`config.mk`:
```
export PLATFORM = sky130hd
export DESIGN_NAME = daisy_chain_address_enumerator_unit
export DESIGN_NICKNAME = d
export VERILOG_FILES = /design/src/rtl/dcae_pkg.sv /design/src/rtl/daisy_chain_address_enumerator_unit.sv /design/src/rtl/dcae_front.sv /design/src/rtl/dcae_queue.sv /design/src/rtl/dcae_back.sv
export SDC_FILE = /design/constraint.sdc
export NUM_CORES = 1
export LEC_CHECK = 0
export BUFFER_PORTS_ARGS = -buffer_cell sky130_fd_sc_hd__clkbuf_2
export CAP_MARGIN = 20
export CORE_MARGIN = 2
export CORE_UTILIZATION = 61
export CTS_CLUSTER_SIZE = 10
export DETAILED_ROUTE_END_ITERATION = 12
export GPL_ROUTABILITY_DRIVEN = 0
export GPL_TIMING_DRIVEN = 1
export PLACE_DENSITY = 0.89
export REMOVE_ABC_BUFFERS = 1
export SLEW_MARGIN = 20
export SYNTH_ARGS = -nofsm -noshare
export SYNTH_HDL_FRONTEND = slang
export SYNTH_SLANG_ARGS = --single-unit
```
`constraint.sdc`:
```
create_clock -name clk -period 5.95 [get_ports clk]
set_input_delay 1.19 -clock clk [delete_from_list [all_inputs] [get_ports clk]]
set_output_delay 1.19 -clock clk [all_outputs]
set_load 0.01 [all_outputs]
```
`src/rtl/dcae_pkg.sv`:
```
// Shared types and constants for the daisy-chain address enumerator.
// Holds the classified item, result, mode and register index codes.
// No dependencies.
package dcae_pkg;

    localparam int TIMEOUT_MIN_S   = 1;
    localparam int TIMEOUT_MAX_S   = 60;
    localparam int SERVICE_ADDRESS = 250;
    localparam int MS_PER_S        = 1000;

    localparam int QUEUE_DEPTH = 2;
    localparam int QPTR_W      = (QUEUE_DEPTH > 1) ? $clog2(QUEUE_DEPTH) : 1;
    localparam int QCNT_W      = $clog2(QUEUE_DEPTH + 1);

    localparam int CFG_IDX_W = 3;
    localparam logic [CFG_IDX_W-1:0] CFG_STORED_ADDR = 3'd0;
    localparam logic [CFG_IDX_W-1:0] CFG_TIMEOUT_S   = 3'd1;
    localparam logic [CFG_IDX_W-1:0] CFG_CMD_RESET   = 3'd2;
    localparam logic [CFG_IDX_W-1:0] CFG_CMD_ASSIGN  = 3'd3;
    localparam logic [CFG_IDX_W-1:0] CFG_CMD_DONE    = 3'd4;
    localparam logic [CFG_IDX_W-1:0] CFG_ADDR_LOW    = 3'd5;
    localparam logic [CFG_IDX_W-1:0] CFG_ADDR_HIGH   = 3'd6;
    localparam logic [CFG_IDX_W-1:0] CFG_BROADCAST   = 3'd7;

    localparam logic [2:0] OP_FRAME = 3'd0;
    localparam logic [2:0] OP_TICK  = 3'd1;
    localparam logic [2:0] OP_ECHO  = 3'd2;
    localparam logic [2:0] OP_CLEAR = 3'd3;
    localparam logic [2:0] OP_INIT  = 3'd4;

    typedef enum logic [1:0] {
        MODE_UNADDR = 2'd0,
        MODE_ENUM   = 2'd1,
        MODE_ADDR   = 2'd2
    } mode_t;

    typedef enum logic [2:0] {
        K_NOP,
        K_RESET,
        K_ASSIGN,
        K_DONE,
        K_TICK,
        K_ECHO,
        K_CLEAR,
        K_INIT
    } kind_t;

    typedef struct packed {
        logic [7:0] lowest;
        logic [7:0] highest;
    } bounds_t;

    typedef struct packed {
        kind_t       kind;
        logic [7:0]  pay;
        logic        pay_ok;
        logic        prev_active;
        logic [15:0] tick_ms;
        logic [7:0]  frame_address;
        logic        fa_bcast;
        logic [15:0] init_ms;
        logic [7:0]  init_addr;
        logic        init_addr_ok;
    } item_t;

    typedef struct packed {
        logic        responds;
        logic [7:0]  persisted_address;
        logic        ack_request;
        logic        store_write_request;
        logic        error_code;
        logic        next_enable;
        logic        service_mode;
        logic [7:0]  node_address;
        logic [1:0]  mode;
    } result_t;

endpackage

```
`src/rtl/daisy_chain_address_enumerator_unit.sv`:
```
// Daisy-chain address enumerator, top level.
// Input beat to result beat: queue write, then back-end result register.
// Throughput: one beat per cycle unless m_tready stalls; state updates on each pop.
// A 2-entry queue decouples decode from execution; output register holds the result.
// Reset: rst_n asynchronous, active low; clears state, queue and config to defaults.
// Depends on dcae_pkg, dcae_front, dcae_queue, dcae_back.
module daisy_chain_address_enumerator_unit (
    input  logic                           clk,
    input  logic                           rst_n,
    input  logic                           cfg_we,
    input  logic [dcae_pkg::CFG_IDX_W-1:0] cfg_index,
    input  logic [7:0]                     cfg_data,
    input  logic                           s_tvalid,
    output logic                           s_tready,
    // command[7:0], payload_length[15:8], payload_byte[23:16], prev_active[24],
    // tick_ms[40:25], frame_address[48:41], zero fill[55:49]
    input  logic [55:0]                    s_tdata,
    // operation[2:0]
    input  logic [2:0]                     s_tuser,
    output logic                           m_tvalid,
    input  logic                           m_tready,
    // mode[1:0], node_address[9:2], service_mode[10], next_enable[11], error_code[12],
    // store_write_request[13], ack_request[14], persisted_address[22:15], responds[23]
    output logic [23:0]                    m_tdata
);

    dcae_pkg::item_t   front_item;
    dcae_pkg::item_t   q_item;
    dcae_pkg::bounds_t bounds;
    dcae_pkg::result_t res;
    logic              q_full;
    logic              q_empty;
    logic              q_pop;

    assign s_tready = !q_full;

    dcae_front u_front (
        .clk            (clk),
        .rst_n          (rst_n),
        .cfg_we         (cfg_we),
        .cfg_index      (cfg_index),
        .cfg_data       (cfg_data),
        .operation      (s_tuser),
        .command        (s_tdata[7:0]),
        .payload_length (s_tdata[15:8]),
        .payload_byte   (s_tdata[23:16]),
        .prev_active    (s_tdata[24]),
        .tick_ms        (s_tdata[40:25]),
        .frame_address  (s_tdata[48:41]),
        .item           (front_item),
        .bounds         (bounds)
    );

    dcae_queue u_queue (
        .clk       (clk),
        .rst_n     (rst_n),
        .push      (s_tvalid),
        .push_data (front_item),
        .full      (q_full),
        .pop       (q_pop),
        .pop_data  (q_item),
        .empty     (q_empty)
    );

    dcae_back u_back (
        .clk        (clk),
        .rst_n      (rst_n),
        .bounds     (bounds),
        .item       (q_item),
        .item_valid (!q_empty),
        .item_pop   (q_pop),
        .res_valid  (m_tvalid),
        .res_ready  (m_tready),
        .res        (res)
    );

    assign m_tdata = res;

endmodule

```
`src/rtl/dcae_front.sv`:
```
// Front end: configuration registers, input decode and classification.
// Depends on dcae_pkg.
module dcae_front (
    input  logic                           clk,
    input  logic                           rst_n,
    input  logic                           cfg_we,
    input  logic [dcae_pkg::CFG_IDX_W-1:0] cfg_index,
    input  logic [7:0]                     cfg_data,
    input  logic [2:0]                     operation,
    input  logic [7:0]                     command,
    input  logic [7:0]                     payload_length,
    input  logic [7:0]                     payload_byte,
    input  logic                           prev_active,
    input  logic [15:0]                    tick_ms,
    input  logic [7:0]                     frame_address,
    output dcae_pkg::item_t                item,
    output dcae_pkg::bounds_t              bounds
);

    logic [7:0] stored_addr_reg;
    logic [7:0] timeout_s_reg;
    logic [7:0] cmd_reset_reg;
    logic [7:0] cmd_assign_reg;
    logic [7:0] cmd_done_reg;
    logic [7:0] addr_low_reg;
    logic [7:0] addr_high_reg;
    logic [7:0] broadcast_reg;

    logic [7:0]  secs;
    logic [17:0] ms_full;

    always_ff @(posedge clk or negedge rst_n)
    begin
        if (!rst_n)
        begin
            stored_addr_reg <= 8'd0;
            timeout_s_reg   <= 8'd0;
            cmd_reset_reg   <= 8'd0;
            cmd_assign_reg  <= 8'd1;
            cmd_done_reg    <= 8'd2;
            addr_low_reg    <= 8'd1;
            addr_high_reg   <= 8'd249;
            broadcast_reg   <= 8'd0;
        end
        else if (cfg_we)
        begin
            case (cfg_index)
                dcae_pkg::CFG_STORED_ADDR: stored_addr_reg <= cfg_data;
                dcae_pkg::CFG_TIMEOUT_S:   timeout_s_reg   <= cfg_data;
                dcae_pkg::CFG_CMD_RESET:   cmd_reset_reg   <= cfg_data;
                dcae_pkg::CFG_CMD_ASSIGN:  cmd_assign_reg  <= cfg_data;
                dcae_pkg::CFG_CMD_DONE:    cmd_done_reg    <= cfg_data;
                dcae_pkg::CFG_ADDR_LOW:    addr_low_reg    <= cfg_data;
                dcae_pkg::CFG_ADDR_HIGH:   addr_high_reg   <= cfg_data;
                dcae_pkg::CFG_BROADCAST:   broadcast_reg   <= cfg_data;
                default:                   broadcast_reg   <= broadcast_reg;
            endcase
        end
    end

    assign bounds.lowest  = addr_low_reg;
    assign bounds.highest = addr_high_reg;

    always_comb
    begin
        if (timeout_s_reg < 8'(dcae_pkg::TIMEOUT_MIN_S))
            secs = 8'(dcae_pkg::TIMEOUT_MIN_S);
        else if (timeout_s_reg > 8'(dcae_pkg::TIMEOUT_MAX_S))
            secs = 8'(dcae_pkg::TIMEOUT_MAX_S);
        else
            secs = timeout_s_reg;
        ms_full = 18'(secs) * 18'(dcae_pkg::MS_PER_S);
    end

    always_comb
    begin
        case (operation)
            dcae_pkg::OP_FRAME:
            begin
                if (command == cmd_reset_reg)
                    item.kind = dcae_pkg::K_RESET;
                else if (command == cmd_assign_reg)
                    item.kind = dcae_pkg::K_ASSIGN;
                else if (command == cmd_done_reg)
                    item.kind = dcae_pkg::K_DONE;
                else
                    item.kind = dcae_pkg::K_NOP;
            end
            dcae_pkg::OP_TICK:  item.kind = dcae_pkg::K_TICK;
            dcae_pkg::OP_ECHO:  item.kind = dcae_pkg::K_ECHO;
            dcae_pkg::OP_CLEAR: item.kind = dcae_pkg::K_CLEAR;
            dcae_pkg::OP_INIT:  item.kind = dcae_pkg::K_INIT;
            default:            item.kind = dcae_pkg::K_NOP;
        endcase
        item.pay           = payload_byte;
        item.pay_ok        = (payload_length == 8'd1) && (payload_byte >= addr_low_reg)
                             && (payload_byte <= addr_high_reg);
        item.prev_active   = prev_active;
        item.tick_ms       = tick_ms;
        item.frame_address = frame_address;
        item.fa_bcast      = (frame_address == broadcast_reg);
        item.init_ms       = ms_full[15:0];
        item.init_addr     = stored_addr_reg;
        item.init_addr_ok  = (stored_addr_reg >= addr_low_reg)
                             && (stored_addr_reg <= addr_high_reg);
    end

endmodule

```
`src/rtl/dcae_queue.sv`:
```
// Short FIFO of classified beats between front and back end.
// Depends on dcae_pkg.
module dcae_queue (
    input  logic            clk,
    input  logic            rst_n,
    input  logic            push,
    input  dcae_pkg::item_t push_data,
    output logic            full,
    input  logic            pop,
    output dcae_pkg::item_t pop_data,
    output logic            empty
);

    dcae_pkg::item_t mem [dcae_pkg::QUEUE_DEPTH];

    logic [dcae_pkg::QPTR_W-1:0] wr_ptr_reg, wr_ptr_next;
    logic [dcae_pkg::QPTR_W-1:0] rd_ptr_reg, rd_ptr_next;
    logic [dcae_pkg::QCNT_W-1:0] count_reg, count_next;

    logic do_push;
    logic do_pop;

    assign full     = (count_reg == dcae_pkg::QCNT_W'(dcae_pkg::QUEUE_DEPTH));
    assign empty    = (count_reg == '0);
    assign do_push  = push && !full;
    assign do_pop   = pop && !empty;
    assign pop_data = mem[rd_ptr_reg];

    always_comb
    begin
        wr_ptr_next = wr_ptr_reg;
        rd_ptr_next = rd_ptr_reg;
        count_next  = count_reg;
        if (do_push)
        begin
            if (wr_ptr_reg == dcae_pkg::QPTR_W'(dcae_pkg::QUEUE_DEPTH - 1))
                wr_ptr_next = '0;
            else
                wr_ptr_next = wr_ptr_reg + dcae_pkg::QPTR_W'(1);
        end
        if (do_pop)
        begin
            if (rd_ptr_reg == dcae_pkg::QPTR_W'(dcae_pkg::QUEUE_DEPTH - 1))
                rd_ptr_next = '0;
            else
                rd_ptr_next = rd_ptr_reg + dcae_pkg::QPTR_W'(1);
        end
        if (do_push && !do_pop)
            count_next = count_reg + dcae_pkg::QCNT_W'(1);
        else if (do_pop && !do_push)
            count_next = count_reg - dcae_pkg::QCNT_W'(1);
    end

    always_ff @(posedge clk or negedge rst_n)
    begin
        if (!rst_n)
        begin
            wr_ptr_reg <= '0;
            rd_ptr_reg <= '0;
            count_reg  <= '0;
        end
        else
        begin
            wr_ptr_reg <= wr_ptr_next;
            rd_ptr_reg <= rd_ptr_next;
            count_reg  <= count_next;
        end
    end

    always_ff @(posedge clk)
    begin
        if (do_push)
            mem[wr_ptr_reg] <= push_data;
    end

endmodule

```
`src/rtl/dcae_back.sv`:
```
// Back end: enumeration state, item execution and registered result beat.
// Depends on dcae_pkg.
module dcae_back (
    input  logic              clk,
    input  logic              rst_n,
    input  dcae_pkg::bounds_t bounds,
    input  dcae_pkg::item_t   item,
    input  logic              item_valid,
    output logic              item_pop,
    output logic              res_valid,
    input  logic              res_ready,
    output dcae_pkg::result_t res
);

    dcae_pkg::mode_t mode_reg, mode_next;
    logic [7:0]  address_reg, address_next;
    logic [7:0]  persist_reg, persist_next;
    logic [15:0] elapsed_reg, elapsed_next;
    logic [15:0] timeout_ms_reg, timeout_ms_next;
    logic        next_en_reg, next_en_next;
    logic        service_reg, service_next;
    logic        collision_reg, collision_next;
    logic        write_req_reg, write_req_next;
    logic        ack_req_reg, ack_req_next;

    logic              valid_reg;
    dcae_pkg::result_t res_reg, res_next;

    logic [16:0] tick_sum;
    logic        persist_ok;

    assign item_pop  = item_valid && (!valid_reg || res_ready);
    assign res_valid = valid_reg;
    assign res       = res_reg;

    assign tick_sum   = {1'b0, elapsed_reg} + {1'b0, item.tick_ms};
    assign persist_ok = (persist_reg >= bounds.lowest) && (persist_reg <= bounds.highest);

    // next state
    always_comb
    begin
        mode_next       = mode_reg;
        address_next    = address_reg;
        persist_next    = persist_reg;
        elapsed_next    = elapsed_reg;
        timeout_ms_next = timeout_ms_reg;
        next_en_next    = next_en_reg;
        service_next    = service_reg;
        collision_next  = collision_reg;
        write_req_next  = write_req_reg;
        ack_req_next    = ack_req_reg;
        case (item.kind)
            dcae_pkg::K_RESET:
            begin
                mode_next      = dcae_pkg::MODE_ENUM;
                address_next   = 8'd0;
                service_next   = 1'b0;
                next_en_next   = 1'b0;
                elapsed_next   = 16'd0;
            end
            dcae_pkg::K_ASSIGN:
            begin
                if (item.pay_ok && (mode_reg == dcae_pkg::MODE_ENUM) && item.prev_active
                    && !next_en_reg)
                begin
                    address_next   = item.pay;
                    service_next   = 1'b0;
                    persist_next   = item.pay;
                    write_req_next = 1'b1;
                    next_en_next   = 1'b1;
                    ack_req_next   = 1'b1;
                    mode_next      = dcae_pkg::MODE_ADDR;
                    collision_next = 1'b0;
                end
            end
            dcae_pkg::K_DONE, dcae_pkg::K_TICK:
            begin
                if (mode_reg == dcae_pkg::MODE_ENUM)
                begin
                    if ((item.kind == dcae_pkg::K_DONE)
                        || (tick_sum >= {1'b0, timeout_ms_reg}))
                    begin
                        // fall back to stored or service address
                        address_next = persist_ok ? persist_reg
                                                  : 8'(dcae_pkg::SERVICE_ADDRESS);
                        service_next = !persist_ok;
                        mode_next    = dcae_pkg::MODE_ADDR;
                        elapsed_next = 16'd0;
                    end
                    else
                        elapsed_next = tick_sum[15:0];
                end
            end
            dcae_pkg::K_ECHO:
            begin
                if (mode_reg == dcae_pkg::MODE_ADDR)
                begin
                    address_next   = 8'd0;
                    service_next   = 1'b0;
                    next_en_next   = 1'b0;
                    collision_next = 1'b1;
                    mode_next      = dcae_pkg::MODE_UNADDR;
                end
            end
            dcae_pkg::K_CLEAR:
            begin
                write_req_next = 1'b0;
                ack_req_next   = 1'b0;
            end
            dcae_pkg::K_INIT:
            begin
                persist_next    = item.init_addr;
                timeout_ms_next = item.init_ms;
                elapsed_next    = 16'd0;
                next_en_next    = 1'b0;
                collision_next  = 1'b0;
                write_req_next  = 1'b0;
                ack_req_next    = 1'b0;
                service_next    = 1'b0;
                mode_next       = item.init_addr_ok ? dcae_pkg::MODE_ADDR
                                                    : dcae_pkg::MODE_UNADDR;
                address_next    = item.init_addr_ok ? item.init_addr : 8'd0;
            end
            default:
            begin
                mode_next = mode_reg;
            end
        endcase
    end

    // result fields
    always_comb
    begin
        res_next.mode                = mode_next;
        res_next.node_address        = (mode_next == dcae_pkg::MODE_ADDR) ? address_next : 8'd0;
        res_next.service_mode        = service_next;
        res_next.next_enable         = next_en_next;
        res_next.error_code          = collision_next;
        res_next.store_write_request = write_req_next;
        res_next.ack_request         = ack_req_next;
        res_next.persisted_address   = persist_next;
        res_next.responds            = item.fa_bcast || ((mode_reg == dcae_pkg::MODE_ADDR)
                                       && (item.frame_address == address_reg));
    end

    always_ff @(posedge clk or negedge rst_n)
    begin
        if (!rst_n)
        begin
            mode_reg       <= dcae_pkg::MODE_UNADDR;
            address_reg    <= 8'd0;
            persist_reg    <= 8'd0;
            elapsed_reg    <= 16'd0;
            timeout_ms_reg <= 16'd0;
            next_en_reg    <= 1'b0;
            service_reg    <= 1'b0;
            collision_reg  <= 1'b0;
            write_req_reg  <= 1'b0;
            ack_req_reg    <= 1'b0;
            valid_reg      <= 1'b0;
        end
        else
        begin
            if (item_pop)
            begin
                mode_reg       <= mode_next;
                address_reg    <= address_next;
                persist_reg    <= persist_next;
                elapsed_reg    <= elapsed_next;
                timeout_ms_reg <= timeout_ms_next;
                next_en_reg    <= next_en_next;
                service_reg    <= service_next;
                collision_reg  <= collision_next;
                write_req_reg  <= write_req_next;
                ack_req_reg    <= ack_req_next;
                valid_reg      <= 1'b1;
            end
            else if (res_ready)
                valid_reg <= 1'b0;
        end
    end

    always_ff @(posedge clk)
    begin
        if (item_pop)
            res_reg <= res_next;
    end

endmodule
```
Word-level counts from Yosys, hierarchy flattened --
Memory sizes are Yosys's and may differ from the RTL's. Cells that the tools add are included. W data, S select, Z words.
Operators by class: magnitude comparators 9, muxes and demuxes 47, add/subtract/negate cells 5, eq/ne operators 29, $mul 1, reduce and logical (&&, ||, !) cells 42
Operator list (count):
- $mux W8 | 9
- $eq A8 B8 Y1 | 5
- $pmux W8 S5 | 1
- $mux W16 | 2
- $pmux W16 S2 | 1
- $eq A3 B3 Y1 const B | 9
- $ge A8 B8 Y1 | 3
- $le A8 B8 Y1 | 3
- $eq A3 B2 Y1 const B | 6
- $reduce_and A2 Y1 | 9
- $add A16 B16 Y17 | 1
- $ge A17 B16 Y1 | 1
- $mux W1 | 16
- $mux W2 | 8
- $pmux W8 S2 | 1
- $pmux W3 S5 | 1
- $logic_and A1 B1 Y1 | 13
- $mul A8 B7 Y13 const B | 1
- $pmux W2 S5 | 1
- $eq A3 B1 Y1 const B | 3
- $eq A8 B1 Y1 const B | 1
- $gt A8 B6 Y1 const B | 1
- $lt A8 B1 Y1 const B | 1
- $logic_not A1 Y1 | 7
- other kinds (16) | 29
Word-level totals: register bits 148, logic and storage cells 165, bits of input ports 75, memories 1, bits in writable memories 120, output and inout port bits 26
Memories:
- u_queue.mem | words 2, bits a word 60, rd ports 1, clocked after Yosys merged registers in 0, wr ports 1, line dcae_queue.sv:14 | dcae_pkg::item_t mem [dcae_pkg::QUEUE_DEPTH];

Depth between registers and ports, before layout --
Gate-level depths: netlist (run 1). An unclocked memory read counts as a cell.
depth in word-level cells 8, depth in mapped cells 22, gate-level depth less buffers 21

Cells and area by module --
From an unflattened synthesis (run 1), not the netlist that was laid out.
Unflattened totals: cells, all modules 1264, area, all modules 15776.4 sq um
By module, submodules not included:
- dcae_back | area an instance 5594.1 sq um, times used 1, cells an instance 580
- dcae_front | area an instance 5132.4 sq um, times used 1, cells an instance 467
- dcae_queue | area an instance 5042.3 sq um, times used 1, cells an instance 215
- daisy_chain_address_enumerator_unit | area an instance 7.5 sq um, times used 1, cells an instance 2

Worst setup path after synthesis (run 1) --
OpenSTA, ideal clock, no wires.
kind reg2reg, from register u_queue.rd_ptr_reg, to register u_back.res_reg, in the netlist u_back.res[8], data pin, slack 0.485 ns, data arrival time 5.306 ns, stages on the path, launching flop included 22, setup time 0.159 ns, path buffers 5, data required time 5.791 ns, path through dfrtp_1 > buf_6 > buf_6 > buf_2 > buf_2 > buf_1 > mux2_2 > ha_1 > and3_1 > a221o_1 > o2111ai_1 > o2bb2ai_1 > o41ai_1 > xnor2_1 > ha_1 > nand3_1 > nor3_1 > o221ai_1 > and4_4 > a2111oi_0 > o22ai_2 > a211oi_2
On the way: word-level cells in the longest chain between the ends 8, elaborated cells on any way between the ends 25, classes of those cells 1 x add/sub; 1 x order compare; 7 x eq/ne; 10 x mux; 5 x reduce/logical; 1 x memory
RTL lines:
- start, declared | line dcae_queue.sv:17 | logic [dcae_pkg::QPTR_W-1:0] rd_ptr_reg, rd_ptr_next;
- start signal, assigned | line dcae_queue.sv:65 | rd_ptr_reg <= rd_ptr_next;
- $mem_v2 Z2 W60 *
- $add A16 B16 Y17 | line dcae_back.sv:36 | assign tick_sum = {1'b0, elapsed_reg} + {1'b0, item.tick_ms};
- $ge A17 B16 Y1 | line dcae_back.sv:81 | || (tick_sum >= {1'b0, timeout_ms_reg}))
- $logic_or A1 B1 Y1 | line dcae_back.sv:81
- $mux W2 | line dcae_back.sv:80 | if ((item.kind == dcae_pkg::K_DONE)
- $mux W2 | line dcae_back.sv:78 | if (mode_reg == dcae_pkg::MODE_ENUM)
- $pmux W2 S5 | line dcae_back.sv:52 | case (item.kind)
- $eq A2 B2 Y1 | line dcae_back.sv:135 | res_next.node_address = (mode_next == dcae_pkg::MODE_ADDR) ? address_next : 8'd0;
- end signal, assigned | line dcae_back.sv:186 | res_reg <= res_next;
- end, declared | line dcae_back.sv:27 | dcae_pkg::result_t res_reg, res_next;
Every way passes the cells marked *; elsewhere a longest branch is shown, timed or not. A chain may end at the register's enable or synchronous reset.

Worst setup path in the final report (run 1) --
from register u_queue.rd_ptr_reg, to register u_back.res_reg, in the netlist u_back.res[3], data pin
Same word-level chain as after synthesis.

==> results.py, run 1 <==
metrics = {
    "detailed_routing": {
        "ant_nets": 0,
        "viasPerCell": 6.203,
        "drt-initial-drc-count": 691,
        "vias": 10130,
        "drt-total-wl_mm": 32.72,
        "wl_per_cell_um": 20.04,
        "drt_drc_violations_left": 0,
        "firstDrtPassIters": 6,
    },
    "placed_design": {
        "place_ws_ps": 529.6,
        "io_buffers": 93,
        "hpwlAfterDp_mm": 22.60,
        "dp.cells": 1576,
        "dpl_cell_area_um2": 15300,
    },
    "global_routing": {
        "grt-ovfl-total": 0,
        "top_usage_layer": "met2",
        "grtUsageMet1_pct": 34.07,
        "grt_max_degree": 76,
        "grt_pass1_vias": 10250,
        "antenna_found_initial": 1,
        "grt_use_met2_pct": 43.93,
        "grt_pass1_wl_mm": 51.42,
        "grt_util_met3_pct": 5.119,
        "grt_usage_pct": 26.31,
    },
    "timing": {
        "hold_viol_final": 0,
        "worst_slew_pin_slew_ps": 1019,
        "drv_slew": 0,
        "fmax_ghz": 0.1784,
        "min_period_ps": 5606,
        "timing.final.ws_setup_ps": 343.6,
        "rsz0062_at_grt": "no",
        "slew_headroom_pct": 32.08,
        "setup_viol": 0,
        "finClkSkew_ps": 11.57,
        "finalCritPeriodShare_pct": 94.23,
        "whs_ps": 485.8,
    },
    "worst_setup_path": {
        "critPathRequiredTime_ps": 6300,
        "cp_common_cell": "ha_1",
        "path_class": "reg -> reg",
        "cp-end-kind": "flop",
        "critical_path.slowest_cell": "a2111oi_0",
        "cp_top_family": "compound AO/OA/AOI/OAI gates",
        "cp_cell_sequence": "mux2_2 -> ha_1 -> and3_1 -> a221o_1 -> o2111ai_1 -> o2bb2ai_1 -> o41ai_1 -> xnor2_1 -> ha_1 -> nand3_1 -> nor3_1 -> o221ai_1 -> and4_4 -> a2111oi_0 -> o22ai_2 -> a211oi_1",
        "critical_path.max_fanout": 17,
        "slowest_delay_ps": 650,
        "worstPathArrival_ps": 5960,
        "critPathBufInv": 0,
        "start_kind": "flop",
    },
    "final_layout": {
        "drive_above_1_share_pct": 19.80,
        "syn_to_final_growth_pct": 12.00,
        "largest_reg_flops": 120,
        "fin_cells": 1633,
        "finalInstanceArea_um2": 16190,
        "finalNetCount": 1493,
        "n_fill_cell": 1531,
    },
    "cts": {
        "clk_latency_ps": 550,
        "cts_made_buffers": 30,
        "htreeDepth": 1,
        "clk_path_buf_depth": 3,
        "cts_sinks": 265,
        "cts.repair.resized": 0,
        "cts_tree": "built",
        "clk_pin_slew_worst_paths_ps": 50,
        "cts_hold_buf": 0,
        "postCtsSetupRepairBufs": 0,
        "clockRootBuffer": "clkbuf_16",
    },
    "synth": {
        "synthDistinctLibCells": 75,
        "seq_area_frac_synth_pct": 50.95,
        "postSynth.asyncResetShare_pct": 45.66,
        "avgSynthCellArea_um2": 12.31,
        "synth_seq_cells": 265,
        "yosys_warnings": 0,
        "synthFlopType": "edfxtp_1",
        "synth-edff-count": 144,
        "synthCells": 1174,
        "synth_area_um2": 14450,
    },
    "power": {
        "ir_worst_vdd_uv": 511.7,
        "leakagePower_nw": 6.922,
        "power_density_nw_per_um2": 600.5,
    },
    "die": {
        "io_pins": 101,
        "fp.dieH_um": 157.9,
        "core_um2": 23330,
        "die_w_um": 157.9,
        "start_util_pct": 61.94,
        "rows": 56,
        "dieArea_um2": 24940,
    },
    "run": {
        "drv_cap": 0,
    },
    "status": {
        "status": "finished clean",
    },
    "min_path": {
        "worstHoldPathType": "reg -> reg",
    },
}
## layer usage
metal,share of wire (%),up-vias
li1,-,4569
met1,40,4959
met2,48,505
met3,8.5,97
met4,3.5,0
met5,0,-
## placed cells by master, fill, tap and decap left out, types with 23 or more instances in the layout
cell,synthesis,routed
xnor2_1,42,42
mux2i_1,38,38
o21ai_0,36,36
inv_1,75,75
mux2_2,94,94
clkbuf_16,0,31
dfrtp_1,112,111
a21oi_1,46,46
ha_1,106,106
clkbuf_2,0,92
nand2_1,77,77
xor2_1,25,25
fa_1,23,23
edfxtp_1,144,144
nor2_1,55,53
clkbuf_1,17,25
## power by group
group / internal (W) / switching (W)
Clock: 0.000967 / 0.000694
Combinational: 0.00199 / 0.00281
Sequential: 0.00287 / 0.000389
Total: 0.00583 / 0.00389
## cells by family (layout without fill, tap and decap cells)
group / count (synthesis) / after routing / share of synthesized area [%]
other cells: 2 / 12 / 0.05196
mux: 135 / 135 / 10.32
flops: 265 / 265 / 50.95
xor+xnor: 67 / 67 / 4.060
compound gates: 211 / 211 / 10.10
fa+ha+maj: 129 / 129 / 12.36
buf+inv: 104 / 234 / 2.909
simple gates: 261 / 261 / 9.246
## tightest hold or removal path, delay by kind of cell, from the launching register on
family | cells | cell delay, ps
flops | 1 | 340
simple gates | 2 | 110
## worst paths after layout
kind | start | to | slack (ps) | cells after the start
max in group asynchronous | rst_n | u_queue.rd_ptr_reg$_DFFE_PN0P_ | 3970 | 2
min | u_back.ack_req_reg$_DFFE_PN0P_ | u_back.ack_req_reg$_DFFE_PN0P_ | 490 | 2
min in group asynchronous | rst_n | u_back.res_valid$_DFFE_PN0P_ | 750 | 1
max | u_queue.rd_ptr_reg$_DFFE_PN0P_ | u_back.res[3]$_SDFFCE_PP0P_ | 340 | 16
min reg2reg | u_back.ack_req_reg$_DFFE_PN0P_ | u_back.ack_req_reg$_DFFE_PN0P_ | 490 | 2
max reg2reg | u_queue.rd_ptr_reg$_DFFE_PN0P_ | u_back.res[3]$_SDFFCE_PP0P_ | 340 | 16
## cells in the mapped netlist, drive strengths merged, types with 9 or more instances
library cell  number  area (µm²)
a22o              16       140.1
nand4             12       75.07
nor4              11       68.82
buf               11       71.31
dfstp              9       236.5
nand3             15       75.07
a21o              17       127.6
dfrtp            112        2803
ha               106        1326
o41ai              9       78.83
nand2b            14       87.58
inv               75       281.5
edfxtp           144        4324
xor2              25       219.0
xnor2             42       367.9
a21oi             46       230.2
mux2              96        1089
a211oi            17       137.6
nor2              55       206.5
fa                23       460.4
nor3              18       90.09
clkbuf            17       63.81
o21ai             38       190.2
o22ai              9       62.56
nand2             78       295.3
mux2i             39       402.9
## stage by stage
stage          utilization [%]  setup TNS (ps)  total power, W
2_1_floorplan                -           -2538        0.006693
3_3_place_gp             65.54               0        0.007599
3_5_place_dp             65.56               0        0.007930
4_1_cts                  69.29               0        0.009682
5_1_grt                  69.36               0         0.01038
6_report                 69.37               0        0.009720
## cell type report
type	count	area, µm²	area share [%]
Antenna cell	1	2.502	0.01546
Clock buffer	56	869.6	5.372
Inverter	76	285.3	1.762
Multi-Input combinational cell	814	6733	41.59
Sequential cell	265	7365	45.50
Tap cell	319	399.1	2.466
Timing Repair Buffer	102	533.0	3.293
(Power assumes the default switching activity.)
==> run 2: changes to the inputs <==
--- a/config.mk
+++ b/config.mk
@@ -8,14 +8,16 @@
 export BUFFER_PORTS_ARGS = -buffer_cell sky130_fd_sc_hd__clkbuf_2
 export CAP_MARGIN = 20
 export CORE_MARGIN = 2
-export CORE_UTILIZATION = 61
+export CORE_UTILIZATION = 62
+export CTS_BUF_LIST = sky130_fd_sc_hd__clkbuf_8 sky130_fd_sc_hd__clkbuf_16
 export CTS_CLUSTER_SIZE = 10
 export DETAILED_ROUTE_END_ITERATION = 12
 export GPL_ROUTABILITY_DRIVEN = 0
 export GPL_TIMING_DRIVEN = 1
-export PLACE_DENSITY = 0.89
+export PLACE_DENSITY = 0.9
 export REMOVE_ABC_BUFFERS = 1
 export SLEW_MARGIN = 20
 export SYNTH_ARGS = -nofsm -noshare
 export SYNTH_HDL_FRONTEND = slang
+export SYNTH_HIERARCHICAL = 1
 export SYNTH_SLANG_ARGS = --single-unit
==> results.py, run 2 <==
metrics = {
    "status": {
        "status": "finished clean",
    },
    "worst_setup_path": {
        "critPathRequiredTime_ps": 6210,
        "critical_path.max_fanout": 14,
        "path_class": "reg -> reg",
        "cp-end-kind": "flop",
        "worstPathArrival_ps": 5690,
        "start_kind": "flop",
    },
    "synth": {
        "synth_most_common_cell": "edfxtp_1",
        "postSynth.asyncResetShare_pct": 45.26,
        "synth-edff-count": 150,
        "synthDistinctLibCells": 86,
        "synthTopCellsByCount": "edfxtp_1, dfrtp_1, ha_1, inv_1, mux2_2",
        "synth_area_um2": 15780,
        "synthFlopType": "edfxtp_1",
        "synthCells": 1264,
        "synth_area_leaders": "edfxtp_1, dfrtp_1, ha_1",
        "synth_top_cell_by_area": "edfxtp_1",
        "synth_seq_cells": 274,
        "synth_top_area_share_pct": 28.55,
        "yosys_warnings": 6,
        "avgSynthCellArea_um2": 12.48,
        "seq_area_frac_synth_pct": 48.29,
    },
    "detailed_routing": {
        "vias": 10534,
        "viasPerCell": 6.222,
        "drt-total-wl_mm": 34.55,
        "drt_drc_violations_left": 0,
        "wl_per_cell_um": 20.41,
        "drt-initial-drc-count": 965,
        "firstDrtPassIters": 6,
        "ant_nets": 0,
    },
    "timing": {
        "whs_ps": 492.0,
        "setup_viol": 0,
        "min_period_ps": 5430,
        "finClkSkew_ps": 35.39,
        "timing.final.ws_setup_ps": 519.7,
        "worst_slew_pin_slew_ps": 973.6,
        "slew_headroom_pct": 35.09,
        "finalCritPeriodShare_pct": 91.27,
        "rsz0062_at_grt": "no",
        "hold_viol_final": 0,
        "fmax_ghz": 0.1842,
        "drv_slew": 0,
    },
    "global_routing": {
        "grt_pass1_wl_mm": 55.06,
        "grt_max_degree": 81,
        "grt_pass1_vias": 10609,
        "grt_usage_pct": 26.23,
        "grt-ovfl-total": 0,
        "antenna_found_initial": 1,
    },
    "min_path": {
        "worstHoldPathType": "reg -> reg",
    },
    "cts": {
        "cts_hold_buf": 0,
        "cts_made_buffers": 34,
        "clockRootBuffer": "clkbuf_16",
        "clk_path_buf_depth": 3,
        "htreeDepth": 2,
        "clk_pin_slew_worst_paths_ps": 60,
        "cts_tree": "built",
        "cts.repair.resized": 0,
        "cts_sinks": 274,
        "clk_latency_ps": 520,
        "postCtsSetupRepairBufs": 0,
    },
    "power": {
        "power.share.switching_pct": 40.10,
        "p_int_w": 0.006440,
        "clkPwrFrac_pct": 17.1,
        "p_comb_share_pct": 51.6,
        "switchingPower_w": 0.004312,
        "ir_worst_vdd_uv": 529.6,
        "power_density_nw_per_um2": 624.7,
        "seq_power_share_pct": 31.2,
        "leakagePower_nw": 7.524,
    },
    "placed_design": {
        "hpwlAfterDp_mm": 22.86,
        "dpl_cell_area_um2": 16210,
        "io_buffers": 93,
        "place_ws_ps": 686.7,
    },
    "run": {
        "drv_cap": 0,
    },
    "die": {
        "die_w_um": 163.5,
        "core_um2": 25110,
        "fp.dieH_um": 163.5,
        "io_pins": 101,
        "rows": 58,
        "start_util_pct": 62.83,
        "dieArea_um2": 26740,
    },
    "final_layout": {
        "final_common_cell": "edfxtp_1",
        "syn_to_final_growth_pct": 9.097,
        "drive_above_1_share_pct": 24.38,
        "fin_util_pct": 68.55,
        "finalInstanceArea_um2": 17210,
        "final_cell_mix": "edfxtp_1, inv_1, dfrtp_1",
        "n_fill_cell": 1653,
        "largest_reg_flops": 126,
        "finalNetCount": 1545,
    },
}
run 2: cell types whose count changed after synthesis, sizes merged, moves of 9 or more:
cell	before	now
o41ai	9	0
mux2i	39	2
a31oi	3	13
inv	75	107
buf	11	60
xnor2	42	51
mux2	96	144
nor2	55	46
nand2	78	68
a211oi	17	4
a21oi	46	60
run 2: final timing paths:
check	from	endpoint	cells after the start	slack (ps)
worst max-delay path	u_queue/rd_ptr_reg$_DFFE_PN0P_	u_back/res[7]$_SDFFCE_PP0P_	19	520
worst max register to register	u_queue/rd_ptr_reg$_DFFE_PN0P_	u_back/res[7]$_SDFFCE_PP0P_	19	520
worst min register to register	u_back/write_req_reg$_DFFE_PN0P_	u_back/write_req_reg$_DFFE_PN0P_	2	490
worst min-delay path	u_back/write_req_reg$_DFFE_PN0P_	u_back/write_req_reg$_DFFE_PN0P_	2	490
max in group asynchronous	rst_n	u_queue/rd_ptr_reg$_DFFE_PN0P_	2	4140
min in group asynchronous	rst_n	u_back/address_reg[4]$_DFFE_PN0P_	1	690
run 2: layer usage:
metal / track usage (%) / part of all wire [%] / up-vias / wire [µm]
met1: 34.40 / 40 / 5153 / 13760
met4: 10.73 / 3.6 / 0 / 1229
met5: 0 / 0 / - / 0
met2: 43.81 / 49 / 540 / 16960
li1: - / - / 4722 / -
met3: 4.165 / 7.5 / 119 / 2606
run 2: worst max-delay path: stages, from the launching register on:
cell and delay [ps]:
dfrtp_4 590, mux2_4 340, ha_1 220, inv_1 70, fa_1 220, nor2b_1 80, o31a_2 330, o21ai_0 340
nor2_1 100, a31oi_1 220, xnor2_1 140, ha_1 320, nand4_1 140, nor4_1 320, nor3_1 120, o21a_1 240
a31o_1 410, or3_4 500, o311ai_1 360, o2bb2ai_1 120
run 2: power by group through the flow:
stage	clock, W	combinational, W	sequential, W
after floorplan	0	0.00409	0.00336
after global placement	0	0.00507	0.00331
after detailed placement	0	0.00535	0.00336
after CTS	0.00186	0.00549	0.00335
after global routing	0.00194	0.00610	0.00341
final	0.00184	0.00555	0.00336
run 2: cells by family after synthesis:
family / synth area share (%)
flops: 48.29
simple gates: 8.161
compound gates: 10.35
buf+inv: 6.083
mux: 11.81
fa+ha+maj: 11.26
xor+xnor: 3.997
other cells: 0.04760
run 2: cell type report:
type | instances | area (µm²) | share of cell area, %
Sequential cell | 274 | 7622 | 44.29
Multi-Input combinational cell | 822 | 7244 | 42.09
Clock buffer | 36 | 889.6 | 5.169
Timing Repair Buffer | 100 | 524.3 | 3.046
Tap cell | 330 | 412.9 | 2.399
Inverter | 108 | 405.4 | 2.355
Clock inverter | 22 | 110.1 | 0.6397
Antenna cell | 1 | 2.502 | 0.01454
run 2: per-stage QoR:
step           instances  TNS (ps)  power (W)
2_1_floorplan       1204     -5075   0.007456
3_3_place_gp        1634         0   0.008381
3_5_place_dp        1634         0   0.008709
4_1_cts             1692         0    0.01069
5_1_grt             1692         0    0.01145
6_report            1693         0    0.01075
